--- src/sv/fdm_pkg.sv ---
`default_nettype none
package fdm_pkg;

  // Largest frame edge in pixels; position counters are sized from it.
  localparam int unsigned MAX_DIM = 4096;
  localparam int unsigned POS_W   = $clog2(MAX_DIM);
  localparam int unsigned DIM_W   = POS_W + 1;

  // Register field widths
  localparam int unsigned THR_W  = 8;
  localparam int unsigned SIZE_W = 13;

  localparam logic [THR_W-1:0]  THRESHOLD_RST = 8'd8;
  localparam logic [SIZE_W-1:0] WIDTH_RST     = 13'd640;
  localparam logic [SIZE_W-1:0] HEIGHT_RST    = 13'd480;

  // Changed-pixel counter, saturating
  localparam int unsigned CNT_W = 25;
  localparam logic [CNT_W-1:0] CNT_MAX = '1;

  // Classify queue between front and back (power of two)
  localparam int unsigned CQ_DEPTH = 4;
  localparam int unsigned CQ_PTR_W = $clog2(CQ_DEPTH);
  localparam int unsigned CQ_CNT_W = $clog2(CQ_DEPTH + 1);

  // Result buffer (power of two)
  localparam int unsigned RB_DEPTH = 2;
  localparam int unsigned RB_PTR_W = $clog2(RB_DEPTH);
  localparam int unsigned RB_CNT_W = $clog2(RB_DEPTH + 1);

  // APB
  localparam int unsigned APB_AW = 4;
  localparam int unsigned APB_DW = 32;

  typedef enum logic [1:0] {
    REG_THRESHOLD = 2'd0,
    REG_WIDTH     = 2'd1,
    REG_HEIGHT    = 2'd2
  } reg_idx_e;

  typedef struct packed {
    logic [7:0] old_red;
    logic [7:0] old_green;
    logic [7:0] old_blue;
    logic [7:0] new_red;
    logic [7:0] new_green;
    logic [7:0] new_blue;
  } pixel_t;

  typedef struct packed {
    logic [7:0]       mask_red;
    logic [7:0]       mask_green;
    logic [7:0]       mask_blue;
    logic             pixel_changed;
    logic             frame_done;
    logic [CNT_W-1:0] changed_total;
    logic             any_changed;
    logic [POS_W-1:0] box_left;
    logic [POS_W-1:0] box_top;
    logic [DIM_W-1:0] box_right;
    logic [DIM_W-1:0] box_bottom;
  } result_t;

  // Classified pixel, handed from front to back
  typedef struct packed {
    logic             changed;
    logic [7:0]       dim_red;
    logic [7:0]       dim_green;
    logic [7:0]       dim_blue;
    logic [POS_W-1:0] column;
    logic [POS_W-1:0] row;
    logic             frame_done;
  } cmd_t;

  function automatic logic [7:0] abs_diff(input logic [7:0] a, input logic [7:0] b);
    return (a > b) ? (a - b) : (b - a);
  endfunction

  // floor(v * 3 / 10) as (v * 615) >> 11, exact for all 8-bit v
  function automatic logic [7:0] dim3(input logic [7:0] v);
    logic [17:0] prod;
    prod = 18'(v) * 18'd615;
    return 8'(prod >> 11);
  endfunction

  // Zero acts as one, oversize clamps to MAX_DIM
  function automatic logic [DIM_W-1:0] eff_dim(input logic [SIZE_W-1:0] v);
    logic [DIM_W-1:0] r;
    if (v == '0) begin
      r = DIM_W'(1);
    end else if (32'(v) > MAX_DIM) begin
      r = DIM_W'(MAX_DIM);
    end else begin
      r = DIM_W'(v);
    end
    return r;
  endfunction

endpackage
`default_nettype wire

--- src/sv/fdm_front.sv ---
`default_nettype none
module fdm_front import fdm_pkg::*; (
  input  wire logic              clk_i,
  input  wire logic              rst_ni,
  input  wire logic              accept_i,
  input  wire pixel_t            pixel_i,
  input  wire logic [THR_W-1:0]  threshold_i,
  input  wire logic [SIZE_W-1:0] width_i,
  input  wire logic [SIZE_W-1:0] height_i,
  output cmd_t                   cmd_o
);

  logic [POS_W-1:0] column_q, column_d;
  logic [POS_W-1:0] row_q, row_d;
  logic [DIM_W-1:0] w_eff, h_eff;
  logic [7:0]       dr, dg, db, dmax;
  logic             last_col, done;

  assign w_eff = eff_dim(width_i);
  assign h_eff = eff_dim(height_i);

  assign dr = abs_diff(pixel_i.old_red,   pixel_i.new_red);
  assign dg = abs_diff(pixel_i.old_green, pixel_i.new_green);
  assign db = abs_diff(pixel_i.old_blue,  pixel_i.new_blue);

  always_comb begin
    dmax = dr;
    if (dg > dmax) dmax = dg;
    if (db > dmax) dmax = db;
  end

  // Positions past a shrunk edge count as the last one
  assign last_col = (DIM_W'(column_q) + DIM_W'(1)) >= w_eff;
  assign done     = last_col && ((DIM_W'(row_q) + DIM_W'(1)) >= h_eff);

  always_comb begin
    cmd_o.changed    = dmax > threshold_i;
    cmd_o.dim_red    = dim3(pixel_i.new_red);
    cmd_o.dim_green  = dim3(pixel_i.new_green);
    cmd_o.dim_blue   = dim3(pixel_i.new_blue);
    cmd_o.column     = column_q;
    cmd_o.row        = row_q;
    cmd_o.frame_done = done;
  end

  always_comb begin
    column_d = column_q;
    row_d    = row_q;
    if (accept_i) begin
      if (last_col) begin
        column_d = '0;
        row_d    = done ? '0 : row_q + 1'b1;
      end else begin
        column_d = column_q + 1'b1;
      end
    end
  end

  always_ff @(posedge clk_i or negedge rst_ni) begin
    if (!rst_ni) begin
      column_q <= '0;
      row_q    <= '0;
    end else begin
      column_q <= column_d;
      row_q    <= row_d;
    end
  end

endmodule
`default_nettype wire

--- src/sv/fdm_cmd_queue.sv ---
`default_nettype none
module fdm_cmd_queue import fdm_pkg::*; (
  input  wire logic clk_i,
  input  wire logic rst_ni,
  input  wire logic push_i,
  input  wire cmd_t cmd_i,
  output logic      full_o,
  input  wire logic pop_i,
  output logic      empty_o,
  output cmd_t      cmd_o
);

  cmd_t                mem_q [CQ_DEPTH];
  logic [CQ_PTR_W-1:0] wr_ptr_q, rd_ptr_q;
  logic [CQ_CNT_W-1:0] cnt_q;
  logic                do_push, do_pop;

  assign full_o  = cnt_q == CQ_CNT_W'(CQ_DEPTH);
  assign empty_o = cnt_q == '0;
  assign cmd_o   = mem_q[rd_ptr_q];

  assign do_push = push_i && !full_o;
  assign do_pop  = pop_i && !empty_o;

  always_ff @(posedge clk_i) begin
    if (do_push) begin
      mem_q[wr_ptr_q] <= cmd_i;
    end
  end

  always_ff @(posedge clk_i or negedge rst_ni) begin
    if (!rst_ni) begin
      wr_ptr_q <= '0;
      rd_ptr_q <= '0;
      cnt_q    <= '0;
    end else begin
      if (do_push) wr_ptr_q <= wr_ptr_q + 1'b1;
      if (do_pop)  rd_ptr_q <= rd_ptr_q + 1'b1;
      if (do_push && !do_pop) begin
        cnt_q <= cnt_q + 1'b1;
      end else if (do_pop && !do_push) begin
        cnt_q <= cnt_q - 1'b1;
      end
    end
  end

endmodule
`default_nettype wire

--- src/sv/fdm_back.sv ---
`default_nettype none
module fdm_back import fdm_pkg::*; (
  input  wire logic clk_i,
  input  wire logic rst_ni,
  input  wire logic cmd_valid_i,
  input  wire cmd_t cmd_i,
  output logic      cmd_pop_o,
  input  wire logic pop,
  output logic      empty,
  output result_t   result_o
);

  // Frame summary
  logic [CNT_W-1:0] cnt_q, cnt_d;
  logic             seen_q, seen_d;
  logic [POS_W-1:0] min_col_q, min_col_d, min_row_q, min_row_d;
  logic [POS_W-1:0] max_col_q, max_col_d, max_row_q, max_row_d;

  // Summary including the current pixel
  logic [CNT_W-1:0] cnt_n;
  logic             seen_n;
  logic [POS_W-1:0] min_col_n, min_row_n, max_col_n, max_row_n;

  // Result buffer
  result_t             rb_q [RB_DEPTH];
  logic [RB_PTR_W-1:0] rb_wr_q, rb_rd_q;
  logic [RB_CNT_W-1:0] rb_cnt_q;
  logic                rb_pop, rb_space, step;
  result_t             res;

  assign empty    = rb_cnt_q == '0;
  assign result_o = rb_q[rb_rd_q];
  assign rb_pop   = pop && !empty;
  assign rb_space = (rb_cnt_q != RB_CNT_W'(RB_DEPTH)) || rb_pop;
  assign step     = cmd_valid_i && rb_space;
  assign cmd_pop_o = step;

  always_comb begin
    cnt_n     = cnt_q;
    seen_n    = seen_q;
    min_col_n = min_col_q;
    min_row_n = min_row_q;
    max_col_n = max_col_q;
    max_row_n = max_row_q;
    if (cmd_i.changed) begin
      if (cnt_q != CNT_MAX) cnt_n = cnt_q + 1'b1;
      seen_n = 1'b1;
      if (!seen_q) begin
        min_col_n = cmd_i.column;
        min_row_n = cmd_i.row;
        max_col_n = cmd_i.column;
        max_row_n = cmd_i.row;
      end else begin
        if (cmd_i.column < min_col_q) min_col_n = cmd_i.column;
        if (cmd_i.row < min_row_q)    min_row_n = cmd_i.row;
        if (cmd_i.column > max_col_q) max_col_n = cmd_i.column;
        if (cmd_i.row > max_row_q)    max_row_n = cmd_i.row;
      end
    end
  end

  always_comb begin
    res = '0;
    res.pixel_changed = cmd_i.changed;
    res.frame_done    = cmd_i.frame_done;
    if (cmd_i.changed) begin
      res.mask_red   = 8'd255;
      res.mask_green = 8'd0;
      res.mask_blue  = 8'd255;
    end else begin
      res.mask_red   = cmd_i.dim_red;
      res.mask_green = cmd_i.dim_green;
      res.mask_blue  = cmd_i.dim_blue;
    end
    if (cmd_i.frame_done) begin
      res.changed_total = cnt_n;
      if (seen_n) begin
        res.any_changed = 1'b1;
        res.box_left    = min_col_n;
        res.box_top     = min_row_n;
        res.box_right   = DIM_W'(max_col_n) + DIM_W'(1);
        res.box_bottom  = DIM_W'(max_row_n) + DIM_W'(1);
      end
    end
  end

  // Last pixel reports, then the summary starts over
  always_comb begin
    cnt_d     = cnt_q;
    seen_d    = seen_q;
    min_col_d = min_col_q;
    min_row_d = min_row_q;
    max_col_d = max_col_q;
    max_row_d = max_row_q;
    if (step) begin
      if (cmd_i.frame_done) begin
        cnt_d     = '0;
        seen_d    = 1'b0;
        min_col_d = '0;
        min_row_d = '0;
        max_col_d = '0;
        max_row_d = '0;
      end else begin
        cnt_d     = cnt_n;
        seen_d    = seen_n;
        min_col_d = min_col_n;
        min_row_d = min_row_n;
        max_col_d = max_col_n;
        max_row_d = max_row_n;
      end
    end
  end

  always_ff @(posedge clk_i or negedge rst_ni) begin
    if (!rst_ni) begin
      cnt_q     <= '0;
      seen_q    <= 1'b0;
      min_col_q <= '0;
      min_row_q <= '0;
      max_col_q <= '0;
      max_row_q <= '0;
    end else begin
      cnt_q     <= cnt_d;
      seen_q    <= seen_d;
      min_col_q <= min_col_d;
      min_row_q <= min_row_d;
      max_col_q <= max_col_d;
      max_row_q <= max_row_d;
    end
  end

  always_ff @(posedge clk_i) begin
    if (step) begin
      rb_q[rb_wr_q] <= res;
    end
  end

  always_ff @(posedge clk_i or negedge rst_ni) begin
    if (!rst_ni) begin
      rb_wr_q  <= '0;
      rb_rd_q  <= '0;
      rb_cnt_q <= '0;
    end else begin
      if (step)   rb_wr_q <= rb_wr_q + 1'b1;
      if (rb_pop) rb_rd_q <= rb_rd_q + 1'b1;
      if (step && !rb_pop) begin
        rb_cnt_q <= rb_cnt_q + 1'b1;
      end else if (rb_pop && !step) begin
        rb_cnt_q <= rb_cnt_q - 1'b1;
      end
    end
  end

endmodule
`default_nettype wire

--- src/sv/frame_difference_mask.sv ---
// Frame difference mask. Push one pixel pair (old and new RGB) per clock in
// raster order; the block tracks column and row from frame_width and
// frame_height (0 acts as 1, values above 4096 clamp to 4096). A pixel whose
// largest channel difference exceeds change_threshold comes out magenta and
// is counted into the frame's changed total and bounding box (right and
// bottom edges exclusive); any other pixel comes out as the new pixel dimmed
// to floor(3/10). The summary fields are nonzero only on the frame's last
// pixel (frame_done), after which the summary clears. Throughput is one
// pixel per clock sustained: the front classifies and positions a pixel in
// the cycle it is accepted, the back folds it into the summary as it writes
// the result buffer, and each side stalls on its own behind a 4-entry
// transaction queue and a 2-entry result buffer. A result goes through the
// queue and is registered in the result buffer before it shows on result_o,
// where it holds until popped. Configuration registers over APB:
// 0x0 change_threshold, 0x4 frame_width, 0x8 frame_height; write them only
// while the block is idle.
`default_nettype none
module frame_difference_mask import fdm_pkg::*; (
  input  wire logic              clk_i,
  input  wire logic              rst_ni,
  // pixel input, queue style
  input  wire logic              push,
  output logic                   full,
  input  wire pixel_t            pixel_i,
  // results, queue style
  output logic                   empty,
  input  wire logic              pop,
  output result_t                result_o,
  // configuration
  input  wire logic              psel,
  input  wire logic              penable,
  input  wire logic              pwrite,
  input  wire logic [APB_AW-1:0] paddr,
  input  wire logic [APB_DW-1:0] pwdata,
  output logic [APB_DW-1:0]      prdata,
  output logic                   pready
);

  logic [THR_W-1:0]  threshold_q;
  logic [SIZE_W-1:0] width_q, height_q;
  reg_idx_e          reg_idx;
  logic              cfg_wr;

  logic accept;
  cmd_t front_cmd, back_cmd;
  logic cq_empty, cq_pop;

  // Register file: index from the word address, pready tied high
  assign pready  = 1'b1;
  assign reg_idx = reg_idx_e'(paddr[3:2]);
  assign cfg_wr  = psel && penable && pwrite && pready;

  always_ff @(posedge clk_i or negedge rst_ni) begin
    if (!rst_ni) begin
      threshold_q <= THRESHOLD_RST;
      width_q     <= WIDTH_RST;
      height_q    <= HEIGHT_RST;
    end else if (cfg_wr) begin
      case (reg_idx)
        REG_THRESHOLD: threshold_q <= pwdata[THR_W-1:0];
        REG_WIDTH:     width_q     <= pwdata[SIZE_W-1:0];
        REG_HEIGHT:    height_q    <= pwdata[SIZE_W-1:0];
        default: ;  // unmapped: ignored
      endcase
    end
  end

  always_comb begin
    case (reg_idx)
      REG_THRESHOLD: prdata = APB_DW'(threshold_q);
      REG_WIDTH:     prdata = APB_DW'(width_q);
      REG_HEIGHT:    prdata = APB_DW'(height_q);
      default:       prdata = '0;
    endcase
  end

  // Front: difference, threshold, dimming and raster position
  assign accept = push && !full;

  fdm_front u_front (
    .clk_i       (clk_i),
    .rst_ni      (rst_ni),
    .accept_i    (accept),
    .pixel_i     (pixel_i),
    .threshold_i (threshold_q),
    .width_i     (width_q),
    .height_i    (height_q),
    .cmd_o       (front_cmd)
  );

  // Queue decoupling front from back; its fill sets full
  fdm_cmd_queue u_queue (
    .clk_i   (clk_i),
    .rst_ni  (rst_ni),
    .push_i  (accept),
    .cmd_i   (front_cmd),
    .full_o  (full),
    .pop_i   (cq_pop),
    .empty_o (cq_empty),
    .cmd_o   (back_cmd)
  );

  // Back: frame summary and result buffer
  fdm_back u_back (
    .clk_i       (clk_i),
    .rst_ni      (rst_ni),
    .cmd_valid_i (!cq_empty),
    .cmd_i       (back_cmd),
    .cmd_pop_o   (cq_pop),
    .pop         (pop),
    .empty       (empty),
    .result_o    (result_o)
  );

endmodule
`default_nettype wire

--- config.mk ---
export PLATFORM = sky130hd
export DESIGN_NAME = frame_difference_mask
export DESIGN_NICKNAME = d
export VERILOG_FILES = /design/src/sv/fdm_pkg.sv /design/src/sv/fdm_front.sv /design/src/sv/fdm_cmd_queue.sv /design/src/sv/fdm_back.sv /design/src/sv/frame_difference_mask.sv
export SDC_FILE = /design/constraint.sdc
export NUM_CORES = 1
export LEC_CHECK = 0
export BUFFER_PORTS_ARGS = -buffer_cell sky130_fd_sc_hd__buf_2
export CORE_ASPECT_RATIO = 1.2
export CORE_MARGIN = 2
export CORE_UTILIZATION = 54
export DETAILED_ROUTE_END_ITERATION = 8
export GPL_TIMING_DRIVEN = 0
export HOLD_SLACK_MARGIN = 0.08
export PLACE_DENSITY = 0.73
export SLEW_MARGIN = 20
export SYNTH_ARGS = -nofsm -noshare
export SYNTH_HDL_FRONTEND = slang
export SYNTH_SLANG_ARGS = --single-unit
--- constraint.sdc ---
create_clock -name clk_i -period 8.25 [get_ports clk_i]
set_clock_uncertainty 0.15 [all_clocks]
set_input_delay 0.825 -clock clk_i [delete_from_list [all_inputs] [get_ports clk_i]]
set_output_delay 0.825 -clock clk_i [all_outputs]
set_load 0.01 [all_outputs]
==> impl_metrics.py <==
metrics = {
    "synth": {
        "syn_area_per_cell_um2": 12.4,
        "synthTopCellsByArea": "edfxtp_1 38%, ha_1 12%, dfrtp_1 11%",
        "synth_compound_area_frac": 0.0840,
        "synthMuxAreaShare": 0.111,
        "synthXorXnorAreaFrac": 0.0322,
        "synth_fa_ha_area_frac": 0.151,
        "ys_seq_area_frac": 0.494,
        "synth_top_area_share": 0.377,
        "synth_top_family_by_area": "adder cells",
        "yosysTopAreaCell": "edfxtp_1",
        "ys_async_sr_fraction": 0.270,
        "synth.ff_latch_count": 529,
        "syn_inst": 2481,
        "synth.distinct_cells": 71,
        "synth_ff_type": "edfxtp_1",
        "syn_area_um2": 30700,
        "yosysMostFrequentCell": "edfxtp_1",
        "synthSimpleGateAreaFrac": 0.0836,
        "ys_warn_count": 0,
        "synth_common_cells": "386 x edfxtp_1, 287 x ha_1, 215 x inv_1",
        "synth-edff-count": 386,
    },
    "job": {
        "maxCapViolCount": 0,
    },
    "hold_path": {
        "hold_end": "height_q[9]",
        "min_delay_path_depth": 2,
        "min_path_type": "in2reg",
        "min-delay-start": "pwdata[9]",
    },
    "detailed_routing": {
        "drt_iter0_drc": 1288,
        "firstDrtPassIters": 9,
        "routedWlPerCell_um": 19.4,
        "routed_wl_um": 68100,
        "dr_total_vias": 20000,
        "ant_nets": 0,
        "drc": 10,
        "routed_via_density": 5.69,
    },
    "critical_path": {
        "crit_required_ns": 8.42,
        "slowest_delay_ns": 0.46,
        "slowest_stage": "clkbuf_1",
        "rr_worst_depth": 19,
        "crit_fanout": 10,
        "timing.rr.end": "u_back.rb_q[1][19]",
        "start_kind": "input pin",
        "critical_path_arrival_ns": 7.67,
        "criticalPathCategory": "in2reg",
        "worstReg2RegStart": "u_queue.rd_ptr_q[1]",
        "endpoint_kind": "register",
        "r2r_setup_slack_ns": 2.74,
    },
    "timing": {
        "rsz0062_at_grt": "no",
        "final-hold-violation-count": 0,
        "slew_headroom": 0.310,
        "final.setup.tns_ns": 0,
        "worst_pin_slew_ns": 1.03,
        "setup_viol": 0,
        "final_max_slew_viol_count": 0,
        "fmax_mhz": 133,
        "period_needed_ns": 7.50,
        "period_share": 0.909,
    },
    "finish": {
        "instances_no_fill": 3515,
        "nets": 3176,
        "antennaDiodeCount": 0,
        "fillCellCount": 4313,
        "layout-drive-gt1-share": 0.204,
        "final_area_um2": 34600,
        "syn_to_final_growth_pct": 12.5,
    },
    "floorplanning": {
        "num_rows": 95,
        "ios": 228,
        "start_util": 0.548,
        "fp.dieH_um": 265,
        "die_area_um2": 58900,
        "core_um2": 56100,
        "die_w_um": 222,
    },
    "pwr": {
        "p_leak_nw": 14.9,
        "peakVddDrop_mv": 0.209,
        "seq_power_share": 0.346,
        "pwr-share-comb": 0.474,
        "switching_share": 0.385,
        "clkPwrFrac": 0.181,
        "internal_power_mw": 8.13,
        "power.density_nw_per_um2": 382,
        "switchingPower_mw": 5.09,
    },
    "cts": {
        "post_cts_buffers": 0,
        "cts_tree": "built",
        "cts_made_buffers": 51,
        "cts-htree-levels": 2,
        "cts_sinks": 529,
        "insertion_delay_ns": 0.61,
        "cts_max_path_buffers": 3,
        "path_clk_slew_ns": 0.06,
        "root_buffer": "clkbuf_16",
    },
    "grt": {
        "grt_pass1_vias": 20800,
        "grt_overflow": 0,
        "grt_max_degree": 93,
        "antenna_found_initial": 0,
        "grt_pass1_wl_um": 109000,
        "track_usage": 0.231,
    },
    "run_status": {
        "violations": "design-rule violations",
        "status": "finished with violations",
    },
    "placement": {
        "dp_hpwl_um": 51100,
        "portBuffers": 185,
        "gp_congestion": 0.900,
        "placed_cell_area_um2": 32800,
        "dp.cells": 3419,
    },
}
-- worst max-delay path by stage --
stage                           start              endpoint  slack (ns)  cells after the start
after global routing      pixel_i[11]  u_queue.mem_q[3][46]        0.20                     32
after detailed placement  pixel_i[11]  u_queue.mem_q[3][46]       -0.19                     32
final                     pixel_i[11]  u_queue.mem_q[3][46]        0.75                     31
after CTS                 pixel_i[11]  u_queue.mem_q[3][46]        0.43                     32
after floorplan           pixel_i[11]  u_queue.mem_q[0][46]        1.22                     29
after global placement            pop    u_back.rb_q[0][45]       -0.81                      7
-- power groups by stage --
stage                     registers, mW  clock network (mW)  logic, mW
after floorplan                    4.54                   0       4.31
after global placement             4.67                   0       5.94
after detailed placement           4.61                   0       6.26
after CTS                          4.57                2.42       6.31
after global routing               4.65                2.52       6.88
final                              4.57                2.39       6.26
-- cell usage in the layout (no fill, tap or decap), types with 9 or more instances in the layout --
cell type  instances
mux2_2           147
mux4_2            45
nand3_1           46
o21bai_1          13
ha_1             287
clkbuf_16         52
buf_2            207
nand2_1          140
a31oi_1           13
nor3_1            19
o21ai_0           97
nor2b_1           26
dfrtp_1          136
and3_1            29
a211oi_1          16
nand2b_1          14
xor2_1            42
a22o_1            55
o211ai_1          12
a21o_1            39
mux2i_1           74
buf_4             27
inv_1            215
and4_1             9
conb_1            21
nand4_1           25
fa_1              52
and2_1             9
a21oi_1           62
or2_2             24
nor2_1           146
edfxtp_1         386
clkbuf_1          55
o31ai_1           14
o21a_1            21
xnor2_1           71
-- routing by layer --
metal / global-route usage / vias to the layer above / routed length [um]
met5: 0 / - / 0
met4: 0.0838 / 0 / 2190
met1: 0.286 / 9879 / 28300
li1: - / 9523 / -
met3: 0.0299 / 124 / 2680
met2: 0.416 / 475 / 35000
-- sequential cells by signal, summed over array words and instances, names as in the netlist, 13 cells and up --
name / count
u_back.rb_q: 198
u_back.cnt_q: 25
width_q: 13
height_q: 13
u_queue.mem_q: 188
-- cell families (layout without fill, tap and decap cells) --
group                    count (synthesis)  count (layout)
adder cells (fa/ha/maj)                339             339
AO/OA/AOI/OAI                          383             383
flip-flops                             529             529
XOR/XNOR                               113             113
multiplexers                           266             266
buffers and inverters                  320             608
other                                    2              21
AND/OR/NAND/NOR                        529             529
-- critical path: cells and delay by family --
kind,cells,cell delay [ns]
compound gates,16,3.15
fa+ha+maj,4,1.34
buf+inv,4,0.85
mux,2,0.81
simple gates,4,0.41
xor+xnor,1,0.28
-- area by class of cell --
class                      instances  area (um2)  area share
buffer                           104         558      0.0161
clock buffer                      68        1400      0.0405
clock inverter                    27         323     0.00934
inverter                         216         811      0.0234
multi-input combinational       1651       14300       0.413
sequential                       529       15200       0.439
tap                              727         910      0.0263
timing repair buffer             193        1110      0.0321
-- stage by stage --
step / setup WS (ns) / utilization / total power, mW / hold slack (ns)
2_1_floorplan: 1.22 / - / 8.85 / 0.299
3_3_place_gp: -0.815 / 0.582 / 10.6 / 0.322
3_5_place_dp: -0.191 / 0.585 / 10.9 / 0.336
4_1_cts: 0.432 / 0.616 / 13.3 / 0.281
5_1_grt: 0.199 / 0.616 / 14.1 / 0.295
6_report: 0.750 / 0.616 / 13.2 / 0.315
-- timing repair --
item                                    CTS  global route
hold buffers                              1             0
gates resized for setup                   0             1
hold endpoints to repair                 44             0
endpoints found under the setup margin    0             4
Note: power is estimated with default switching activity, not from simulation.
